$ cat src/hw/rtl/drc_pkg.sv
// Package for the distance repetition counter.
// Holds phase, beep and command codes, register indexes and the config struct.
// No dependencies.
package drc_pkg;

   localparam int DATA_W          = 16;
   localparam int ABSENCE_DEFAULT = 20;
   localparam int STABLE_DEFAULT  = 2;
   localparam int BOTTOM_MM       = 100;

   localparam logic [DATA_W-1:0] LOW_RESET    = 16'd50;
   localparam logic [DATA_W-1:0] HIGH_RESET   = 16'd200;
   localparam logic [DATA_W-1:0] TARGET_RESET = 16'd10;

   typedef enum logic [3:0] {
      PH_UP         = 4'b0001,
      PH_GOING_DOWN = 4'b0010,
      PH_DOWN       = 4'b0100,
      PH_COMING_UP  = 4'b1000
   } phase_type;

   typedef enum logic [1:0] {
      BEEP_NONE  = 2'd0,
      BEEP_SHORT = 2'd1,
      BEEP_LONG  = 2'd2
   } beep_type;

   typedef enum logic [1:0] {
      REG_LOW    = 2'd0,
      REG_HIGH   = 2'd1,
      REG_TARGET = 2'd2
   } reg_index_type;

   typedef enum logic {
      CMD_SAMPLE = 1'b0,
      CMD_CLEAR  = 1'b1
   } command_type;

   typedef struct packed {
      logic [DATA_W-1:0] low_threshold;
      logic [DATA_W-1:0] high_threshold;
      logic [DATA_W-1:0] target_reps;
   } cfg_type;

endpackage

$ cat src/hw/rtl/drc_step.sv
// Next-state logic of the repetition counter for one transaction.
// Pure combinational; depends on drc_pkg.
module drc_step import drc_pkg::*; #(
   parameter int ABSENCE_READS = ABSENCE_DEFAULT,
   parameter int STABLE_READS  = STABLE_DEFAULT,
   parameter int ABS_W         = $clog2(ABSENCE_READS + 1),
   parameter int STB_W         = $clog2(STABLE_READS + 1)
) (
   input  cfg_type           cfg,
   input  command_type       command,
   input  logic [DATA_W-1:0] distance_mm,
   input  phase_type         phase,
   input  logic [DATA_W-1:0] reps,
   input  logic [DATA_W-1:0] last_distance,
   input  logic [STB_W-1:0]  stable_reads,
   input  logic [ABS_W-1:0]  absent_reads,
   output phase_type         phase_in,
   output logic [DATA_W-1:0] reps_in,
   output logic [DATA_W-1:0] last_distance_in,
   output logic [STB_W-1:0]  stable_reads_in,
   output logic [ABS_W-1:0]  absent_reads_in,
   output beep_type          beep
);

   localparam logic [ABS_W-1:0] ABS_MAX = ABS_W'(ABSENCE_READS);
   localparam logic [STB_W-1:0] STB_MAX = STB_W'(STABLE_READS);
   localparam logic [DATA_W-1:0] BOTTOM = DATA_W'(BOTTOM_MM);

   logic              is_low;
   logic              is_high;
   logic [DATA_W:0]   reps_inc;

   assign is_low   = distance_mm <= cfg.low_threshold;
   assign is_high  = distance_mm >= cfg.high_threshold;
   assign reps_inc = {1'b0, reps} + 1'b1;

   always_comb begin
      phase_in         = phase;
      reps_in          = reps;
      last_distance_in = last_distance;
      stable_reads_in  = stable_reads;
      absent_reads_in  = absent_reads;
      beep             = BEEP_NONE;
      if (command == CMD_CLEAR) begin
         reps_in = '0;
      end else if (distance_mm == '0) begin
         if (absent_reads < ABS_MAX) begin
            absent_reads_in = absent_reads + 1'b1;
         end
         if (absent_reads_in >= ABS_MAX) begin
            phase_in        = PH_UP;
            stable_reads_in = '0;
         end
      end else begin
         absent_reads_in  = '0;
         last_distance_in = distance_mm;
         case (phase)
            PH_UP: begin
               if (is_low) phase_in = PH_GOING_DOWN;
            end
            PH_GOING_DOWN: begin
               if (is_low) begin
                  if (distance_mm <= BOTTOM) phase_in = PH_DOWN;
               end else if (distance_mm > cfg.high_threshold) begin
                  phase_in = PH_UP;
               end
            end
            PH_DOWN: begin
               if (is_high) phase_in = PH_COMING_UP;
            end
            default: begin
               if (is_high) begin
                  if (distance_mm == last_distance) begin
                     stable_reads_in = stable_reads + 1'b1;
                     if (stable_reads_in >= STB_MAX) begin
                        if (reps_inc >= {1'b0, cfg.target_reps}) begin
                           reps_in = cfg.target_reps;
                           beep    = BEEP_LONG;
                        end else begin
                           reps_in = reps_inc[DATA_W-1:0];
                           beep    = BEEP_SHORT;
                        end
                        phase_in        = PH_UP;
                        stable_reads_in = '0;
                     end
                  end else begin
                     stable_reads_in = '0;
                  end
               end else if (is_low) begin
                  phase_in        = PH_DOWN;
                  stable_reads_in = '0;
               end
            end
         endcase
      end
   end

endmodule

$ cat src/hw/rtl/distance_repetition_counter.sv
// Top level of the distance repetition counter: handshakes, state and config registers.
// Depends on drc_pkg and drc_step.
//
//   channel | direction | payload
//   req     | in        | tuser: command; tdata: distance_mm
//   rsp     | out       | tdata: rep_count, beep
//   csr     | in        | index, data (write only, always ready)
//
// One transaction per cycle unless stalled; the result is registered on acceptance.
// All the step logic sits between the request port and the state/result registers.
// Reset sets the up phase, clears counters and count, and loads the register defaults.
// A stalled result holds; a new request is taken in the cycle the result is taken.
module distance_repetition_counter import drc_pkg::*; #(
   parameter int ABSENCE_READS = ABSENCE_DEFAULT,
   parameter int STABLE_READS  = STABLE_DEFAULT
) (
   input  logic        clock,
   input  logic        reset,
   input  logic        req_tvalid,
   output logic        req_tready,
   input  logic [15:0] req_tdata,   // [15:0] distance_mm
   input  logic        req_tuser,   // [0] command
   output logic        rsp_tvalid,
   input  logic        rsp_tready,
   output logic [23:0] rsp_tdata,   // [15:0] rep_count, [17:16] beep, [23:18] zero
   input  logic        csr_valid,
   output logic        csr_ready,
   input  logic [1:0]  csr_index,
   input  logic [15:0] csr_data
);

   localparam int ABS_W = $clog2(ABSENCE_READS + 1);
   localparam int STB_W = $clog2(STABLE_READS + 1);

   cfg_type           cfg_ff;
   phase_type         phase_ff, phase_in;
   logic [DATA_W-1:0] reps_ff, reps_in;
   logic [DATA_W-1:0] last_ff, last_in;
   logic [STB_W-1:0]  stable_ff, stable_in;
   logic [ABS_W-1:0]  absent_ff, absent_in;
   beep_type          beep;
   logic              rsp_valid_ff;
   logic [23:0]       rsp_data_ff;
   logic              accept;

   assign req_tready = !rsp_valid_ff || rsp_tready;
   assign accept     = req_tvalid && req_tready;
   assign rsp_tvalid = rsp_valid_ff;
   assign rsp_tdata  = rsp_data_ff;
   assign csr_ready  = 1'b1;

   drc_step #(
      .ABSENCE_READS (ABSENCE_READS),
      .STABLE_READS  (STABLE_READS),
      .ABS_W         (ABS_W),
      .STB_W         (STB_W)
   ) u_step (
      .cfg              (cfg_ff),
      .command          (command_type'(req_tuser)),
      .distance_mm      (req_tdata),
      .phase            (phase_ff),
      .reps             (reps_ff),
      .last_distance    (last_ff),
      .stable_reads     (stable_ff),
      .absent_reads     (absent_ff),
      .phase_in         (phase_in),
      .reps_in          (reps_in),
      .last_distance_in (last_in),
      .stable_reads_in  (stable_in),
      .absent_reads_in  (absent_in),
      .beep             (beep)
   );

   always_ff @(posedge clock) begin
      if (reset) begin
         cfg_ff.low_threshold  <= LOW_RESET;
         cfg_ff.high_threshold <= HIGH_RESET;
         cfg_ff.target_reps    <= TARGET_RESET;
      end else if (csr_valid && csr_ready) begin
         case (reg_index_type'(csr_index))
            REG_LOW:    cfg_ff.low_threshold  <= csr_data;
            REG_HIGH:   cfg_ff.high_threshold <= csr_data;
            REG_TARGET: cfg_ff.target_reps    <= csr_data;
            default: ;
         endcase
      end
   end

   always_ff @(posedge clock) begin
      if (reset) begin
         phase_ff     <= PH_UP;
         reps_ff      <= '0;
         last_ff      <= '0;
         stable_ff    <= '0;
         absent_ff    <= '0;
         rsp_valid_ff <= 1'b0;
      end else begin
         if (accept) begin
            phase_ff  <= phase_in;
            reps_ff   <= reps_in;
            last_ff   <= last_in;
            stable_ff <= stable_in;
            absent_ff <= absent_in;
         end
         if (accept) begin
            rsp_valid_ff <= 1'b1;
         end else if (rsp_tready) begin
            rsp_valid_ff <= 1'b0;
         end
      end
   end

   always_ff @(posedge clock) begin
      if (accept) begin
         rsp_data_ff <= {6'd0, beep, reps_in};
      end
   end

`ifndef SYNTHESIS
   a_phase_onehot: assert property (@(posedge clock) disable iff (reset)
      $onehot(phase_ff))
      else $error("phase register not one-hot");

   a_absent_sat: assert property (@(posedge clock) disable iff (reset)
      absent_ff <= ABS_W'(ABSENCE_READS))
      else $error("absence counter beyond saturation");

   a_stable_range: assert property (@(posedge clock) disable iff (reset)
      stable_ff < STB_W'(STABLE_READS))
      else $error("stable counter not cleared on rep");

   a_long_beep_target: assert property (@(posedge clock) disable iff (reset)
      rsp_valid_ff && (rsp_data_ff[17:16] == BEEP_LONG)
      |-> rsp_data_ff[15:0] == cfg_ff.target_reps)
      else $error("long beep without count at target");

   a_rep_ends_up: assert property (@(posedge clock) disable iff (reset)
      accept && (beep != BEEP_NONE) |=> phase_ff == PH_UP)
      else $error("confirmed rep did not return to up phase");
`endif

endmodule
$ cat config.mk
export PLATFORM = sky130hd
export DESIGN_NAME = distance_repetition_counter
export DESIGN_NICKNAME = d
export VERILOG_FILES = /design/src/hw/rtl/drc_pkg.sv /design/src/hw/rtl/drc_step.sv /design/src/hw/rtl/distance_repetition_counter.sv
export SDC_FILE = /design/constraint.sdc
export NUM_CORES = 1
export LEC_CHECK = 0
export BUFFER_PORTS_ARGS = -buffer_cell sky130_fd_sc_hd__buf_2
export CORE_UTILIZATION = 50
export CTS_BUF_LIST = sky130_fd_sc_hd__clkbuf_2
export CTS_CLUSTER_SIZE = 30
export DETAILED_ROUTE_END_ITERATION = 16
export PLACE_DENSITY = 0.8
export RECOVER_POWER = 25
export SLEW_MARGIN = 20
export SYNTH_ARGS = -nofsm -noshare
export SYNTH_HDL_FRONTEND = slang
export SYNTH_SLANG_ARGS = --single-unit
$ cat constraint.sdc
create_clock -name clock -period 3.6 [get_ports clock]
set_input_delay 0.9 -clock clock [delete_from_list [all_inputs] [get_ports clock]]
set_output_delay 0.9 -clock clock [all_outputs]
set_load 0.02 [all_outputs]
==> results of run 1 <==
==> cells in the final DEF (no fill, tap or decap), types with 4 or more instances in the layout <==
cell and instances:
nand2_1 154, a21oi_1 90, dfxtp_1 86, inv_1 63, buf_2 58, ha_1 50, buf_4 46, nand4_1 27
nor2_1 27, xnor2_1 23, nand3_1 21, edfxtp_1 18, nor3_1 17, o21ai_0 17, o211ai_1 14, nor4_1 14
o21ai_1 14, clkbuf_2 10, nor2b_1 9, mux2i_1 8, o22ai_1 8, conb_1 7, and3_1 6, nand2b_1 5
o21a_1 5, o311ai_1 5, and2_1 4, or3_1 4, a41oi_1 4, dfxtp_2 4
==> through the flow <==
step | setup slack, ns | cells | total power (W) | hold WS [ns] | cell area, µm²
final | 0.09295 | 1081 | 0.002276 | 0.4698 | 7550
after global routing | -0.01809 | 1081 | 0.002360 | 0.4417 | 7550
after CTS | 0.04427 | 1078 | 0.002269 | 0.4477 | 7423
after detailed placement | 0.08023 | 1062 | 0.001680 | 0.4476 | 7307
after global placement | 0.1248 | 1062 | 0.001671 | 0.4426 | 7307
after floorplan | 0.04649 | 833 | 0.001564 | 0.4363 | 6649
==> registers in the layout (all words and copies together) (netlist names) <==
name	cells
cfg_ff	48
phase_ff	4
last_ff	16
stable_ff	2
reps_ff	16
absent_ff	5
rsp_tvalid	1
rsp_tdata	18
==> report_power, final <==
part	total (W)	switching [W]	internal (W)
combinational	0.000346	0.000221	0.000125
sequential	0.00132	0.0000254	0.00129
clock	0.000612	0.000442	0.000169
total	0.00228	0.000689	0.00159
==> critical path, stage by stage, from the launching register on <==
cell     delay, ns
dfxtp_4       0.45
ha_4          0.13
and3_4        0.21
nand3_4       0.09
buf_4         0.16
nor2_2        0.14
xor2_2        0.23
ha_1          0.28
nand4_1       0.11
a21oi_1       0.06
o31a_1        0.29
o31a_1        0.37
nor2_4        0.25
buf_4         0.18
nor4_1        0.05
a311o_1       0.29
==> final cells by class <==
cell class | count | share of cell area
Multi-Input combinational cell | 609 | 0.5136
Sequential cell | 110 | 0.3172
Timing Repair Buffer | 111 | 0.09397
Inverter | 63 | 0.03132
Tap cell | 172 | 0.02851
Clock inverter | 6 | 0.008784
Clock buffer | 10 | 0.006629
==> timing repair <==
action,CTS,global route
gates resized for setup,0,29
buffers inserted,0,4
setup endpoints to repair,0,34
==> final timing paths <==
kind                                               from                       to  cells after the start  slack [ns]
worst max-delay path            reps_ff[0]$_SDFFE_PP0P_   rsp_tdata[8]$_DFFE_PP_                     15        0.09
worst min-delay path                       csr_data[12]  cfg_ff[28]$_SDFFE_PP0P_                      3        0.47
worst max register to register  reps_ff[0]$_SDFFE_PP0P_   rsp_tdata[8]$_DFFE_PP_                     15        0.09
worst min register to register  cfg_ff[15]$_SDFFE_PP0P_  cfg_ff[15]$_SDFFE_PP0P_                      2        0.47
==> cell families (layout without fill, tap and decap cells) <==
kind of cell	count (synthesis)	count (layout)
AO/OA/AOI/OAI	194	194
XOR/XNOR	30	30
adder cells (fa/ha/maj)	51	51
buffers and inverters	114	190
flip-flops	110	110
multiplexers	10	10
other	2	7
AND/OR/NAND/NOR	317	317
==> layer usage <==
metal  share of wire  vias to the layer above
met2            0.47                      226
met1            0.44                     2903
met4           0.024                        0
met3           0.065                       32
met5               0                        -
li1                -                     3061
==> results.sh, run 1 <==
export IMPL_status="finished with violations"
export IMPL_violations="capacitance limit, slew limit"
export IMPL_utilization=0.5910
export IMPL_end_kind="flop"
export IMPL_use_met3=0.03244
export IMPL_seqCellArea_um2=2395
export IMPL_grt_use_total=0.2601
export IMPL_antenna_found_initial=0
export IMPL_ys_types=70
export IMPL_power_leakage_nw=3.006
export IMPL_synth_top_family_by_area="simple AND/OR/NAND/NOR gates"
export IMPL_hold_viol=0
export IMPL_ant_nets=0
export IMPL_route_vias_total=6222
export IMPL_yosys_warnings=0
export IMPL_viasPerCell=5.756
export IMPL_synthXorXnorAreaFrac=0.03963
export IMPL_hold_path_class="primary input to flop"
export IMPL_synth_most_common_cell="nand2_1"
export IMPL_async_flop_share=0
export IMPL_grt_busiest_layer="met2"
export IMPL_dieArea_um2=13730
export IMPL_maxSlewViolCount=44
export IMPL_max_vdd_ir_drop_mv=0.2551
export IMPL_synth_compound_area_frac=0.1819
export IMPL_synthCells=828
export IMPL_drtIter0Drc=487
export IMPL_fin_crit_ns=3.507
export IMPL_critPathMaxFanout=7
export IMPL_yosys_top_cells_count="155 x nand2_1, 92 x dfxtp_1, 91 x a21oi_1"
export IMPL_row_count=41
export IMPL_min_period_over_period=0.9742
export IMPL_clk_latency_ns=0.64
export IMPL_grt_overflow=0
export IMPL_synthTopCellsByArea="dfxtp_1 28%, ha_1 9.6%, nand2_1 8.8%"
export IMPL_grt_max_degree=44
export IMPL_synth_top_area_frac=0.2778
export IMPL_grt_pass1_vias=5836
export IMPL_ctsHoldBuffers=0
export IMPL_die_h_um=117.2
export IMPL_fmax_ghz=0.2851
export IMPL_syn_area_um2=6630
export IMPL_htreeDepth=3
export IMPL_slew_headroom=-0.2202
export IMPL_wl_per_cell_um=16.15
export IMPL_die_w_um=117.2
export IMPL_ys_seq_area_frac=0.3593
export IMPL_ys_ff_latch=110
export IMPL_grt_pass1_wl_um=27700
export IMPL_critical_path_class="flop to flop"
export IMPL_grt_util_met1=0.3447
export IMPL_cts_max_path_buffers=2
export IMPL_multi_input_area_um2=3877
export IMPL_path_clk_slew_ns=0.31
export IMPL_ios=67
export IMPL_avgSynthCellArea_um2=8.007
export IMPL_worstPathArrival_ns=3.96
export IMPL_drv_cap=1
export IMPL_yosysTopAreaCell="dfxtp_1"
export IMPL_cp_start_kind="flop"
export IMPL_hpwl_um=12630
export IMPL_drt_first_pass_iters=5
export IMPL_fill_cells=1157
export IMPL_p_per_area_nw_per_um2=301.5
export IMPL_start_util=0.5191
export IMPL_globalplace_congestion=0.9471
export IMPL_port_buffers=59
export IMPL_diodes=0
export IMPL_synth_ff_type="dfxtp_1"
export IMPL_cp_required_ns=4.05
export IMPL_wl_um=17460
export IMPL_tns_ns=0
export IMPL_core_area_um2=12770
export IMPL_synthSimpleGateAreaFrac=0.2331
export IMPL_gr_usage_met2=0.4247
export IMPL_yosys_area_share_adder=0.09624
export IMPL_area_growth_pct=13.87
export IMPL_finalSetupViolCount=0
export IMPL_synth_edff_count=18
export IMPL_numClockSinks=110
export IMPL_cts_inserted_buffers=9
export IMPL_layout_drive_gt1_share=0.1727
export IMPL_fin_skew_ns=0.03867
export IMPL_tightest_slew_ns=1.830
export IMPL_muxShareOfSynthArea=0.01529
export IMPL_ctsRootBufferMaster="clkbuf_2"
export IMPL_nets=995
export IMPL_cts_tree="yes"
export IMPL_post_route_drc_count=0
No activity file was read; power rests on OpenSTA's default activity.
==> inputs of run 2 (changes only) <==
Settings changed: BUFFER_PORTS_ARGS -buffer_cell sky130_fd_sc_hd__buf_2 to not set, CTS_CLUSTER_DIAMETER set to 120, DONT_BUFFER_PORTS set to 1, PLACE_DENSITY 0.8 to 0.76.
==> run 2 against run 1 <==
  * The flow now finishes without violations
  * Cell area down 5.3%
  * Sequential power about the same
  * Routed wire length down 3.8%
  * Count of clock-buffer cells in the layout down 1
  * Critical path type unchanged
==> results.sh, run 2 (synthesis gave the netlist of run 1 again) <==
export IMPL_status="finished, final reports clean"
export IMPL_area_growth_pct=7.794
export IMPL_layout_drive_gt1_share=0.09869
export IMPL_grt_overflow=0
export IMPL_finalSetupViolCount=0
export IMPL_crit_chain="ha_4, and3_4, nand3_2, nor2_4, nand4_1, buf_4, xnor2_1, ha_1, nand4_1, nor2_2, o31a_1, o31a_1, nor2_4, buf_6, and4_1, a311o_1"
export IMPL_post_route_drc_count=0
export IMPL_tns_ns=0
export IMPL_p_seq_frac=0.615
export IMPL_mostFrequentLayoutCell="nand2_1"
export IMPL_drv_cap=0
export IMPL_clk_latency_ns=0.65
export IMPL_min_period_over_period=0.9743
export IMPL_final_cell_mix="155 x nand2_1, 91 x a21oi_1, 89 x dfxtp_1, 63 x inv_1, 50 x ha_1"
export IMPL_largest_reg_flops=48
export IMPL_hold_depth=1
export IMPL_ctsRootBufferMaster="clkbuf_2"
export IMPL_top_register="cfg_ff"
export IMPL_fin_skew_ns=0.03911
export IMPL_antenna_found_initial=0
export IMPL_slowest_delay_ns=0.45
export IMPL_end_kind="flop"
export IMPL_numClockSinks=110
export IMPL_ctsHoldBuffers=0
export IMPL_nets=928
export IMPL_grt_use_total=0.2554
export IMPL_hold_path_class="primary input to flop"
export IMPL_fin_cells=1013
export IMPL_multi_input_area_um2=3857
export IMPL_reg2reg_to="rsp_tdata[15]$_DFFE_PP_"
export IMPL_critPathSlowestCell="dfxtp_4"
export IMPL_viasPerCell=5.889
export IMPL_drtIter0Drc=405
export IMPL_clock_power_share=0.268
export IMPL_cp_required_ns=4.05
export IMPL_port_buffers=0
export IMPL_die_h_um=117.2
export IMPL_p_int_w=0.001554
export IMPL_route_vias_total=5966
export IMPL_cts_max_path_buffers=2
export IMPL_min_to="absent_ff[3]$_SDFFE_PP0P_"
export IMPL_cts_inserted_buffers=9
export IMPL_fin_crit_ns=3.507
export IMPL_critPathMaxFanout=14
export IMPL_hpwl_um=12220
export IMPL_drt_first_pass_iters=5
export IMPL_combPwrFrac=0.117
export IMPL_rr_worst_depth=16
export IMPL_grt_pass1_vias=5460
export IMPL_regToRegSetupSlack_ns=0.09
export IMPL_row_count=41
export IMPL_cp_start_kind="flop"
export IMPL_path_delay_family="simple AND/OR/NAND/NOR gates"
export IMPL_hp_start="reset"
export IMPL_p_per_area_nw_per_um2=303.2
export IMPL_diodes=0
export IMPL_htreeDepth=3
export IMPL_p_switching_w=0.0006132
export IMPL_globalplace_congestion=0.9379
export IMPL_max_vdd_ir_drop_mv=0.2355
export IMPL_grt_max_degree=70
export IMPL_p_sw_frac=0.2829
export IMPL_utilization=0.5595
export IMPL_seqCellArea_um2=2389
export IMPL_start_util=0.5191
export IMPL_rr_startpoint="reps_ff[0]$_SDFFE_PP0P_"
export IMPL_place_inst=992
export IMPL_wl_um=16800
export IMPL_power_leakage_nw=2.725
export IMPL_fill_cells=1162
export IMPL_cts_tree="yes"
export IMPL_ant_nets=0
export IMPL_maxSlewViolCount=0
export IMPL_path_clk_slew_ns=0.30
export IMPL_slew_headroom=0.4523
export IMPL_core_area_um2=12770
export IMPL_ios=67
export IMPL_grt_pass1_wl_um=27030
export IMPL_dieArea_um2=13730
export IMPL_die_w_um=117.2
export IMPL_critical_path_class="flop to flop"
export IMPL_cp_buffers_inverters=2
export IMPL_tightest_slew_ns=0.8215
export IMPL_fmax_ghz=0.2851
export IMPL_hold_viol=0
export IMPL_worstPathArrival_ns=3.96
export IMPL_wl_per_cell_um=16.58
## run 2: worst max path at each step
| stage | start | endpoint | slack, ns | cells past startpoint |
|---|---|---|---|---|
| 3_3_place_gp | reps_ff[0]$_SDFFE_PP0P_ | rsp_tdata[2]$_DFFE_PP_ | 0.14 | 15 |
| 2_1_floorplan | reps_ff[6]$_SDFFE_PP0P_ | rsp_tdata[15]$_DFFE_PP_ | 0.05 | 15 |
| 4_1_cts | reps_ff[1]$_SDFFE_PP0P_ | rsp_tdata[10]$_DFFE_PP_ | 0.03 | 15 |
| 5_1_grt | reps_ff[0]$_SDFFE_PP0P_ | rsp_tdata[8]$_DFFE_PP_ | -0.04 | 16 |
| 3_5_place_dp | reps_ff[0]$_SDFFE_PP0P_ | rsp_tdata[5]$_DFFE_PP_ | 0.02 | 14 |
| 6_report | reps_ff[0]$_SDFFE_PP0P_ | rsp_tdata[15]$_DFFE_PP_ | 0.09 | 16 |
## run 2: final cells by class
| class | count | share of cell area |
|---|---|---|
| clock buffer | 9 | 0.006303 |
| clock inverter | 6 | 0.008578 |
| inverter | 63 | 0.03309 |
| multi-input combinational | 610 | 0.5397 |
| sequential | 110 | 0.3342 |
| tap | 172 | 0.03011 |
| timing repair buffer | 43 | 0.04797 |
## run 2: power groups by stage
stage	registers, W	logic, W	clock network (W)
global route	0.00134	0.000287	0.000637
CTS	0.00133	0.000249	0.000591
detailed placement	0.00136	0.000248	0
global placement	0.00135	0.000241	0
finish	0.00133	0.000254	0.000582
floorplan	0.00135	0.000216	0
## run 2: timing repair
action | in CTS | in global routing
setup buffers | 0 | 5
cloned | 0 | 1
resized for setup | 1 | 22
setup endpoints to repair | 3 | 32
pin swaps | 0 | 10
## run 2: metal layers
layer	vias to the layer above	routed length, µm	track usage
met1	2735	7300	0.3440
met3	26	1498	0.04840
met5	-	0	0
li1	2925	-	-
met2	280	7656	0.4067
met4	0	340	0.09536
## run 2: per-stage QoR
step	hold WS (ns)	setup slack [ns]	total power, W	cell area [µm²]
final	0.2782	0.09266	0.002167	7147
after global routing	0.2439	-0.04063	0.002262	7147
after floorplan	0.4363	0.04649	0.001564	6649
after CTS	0.2428	0.03155	0.002173	7024
after global placement	0.4367	0.1369	0.001596	6917
after detailed placement	0.4407	0.01782	0.001603	6917
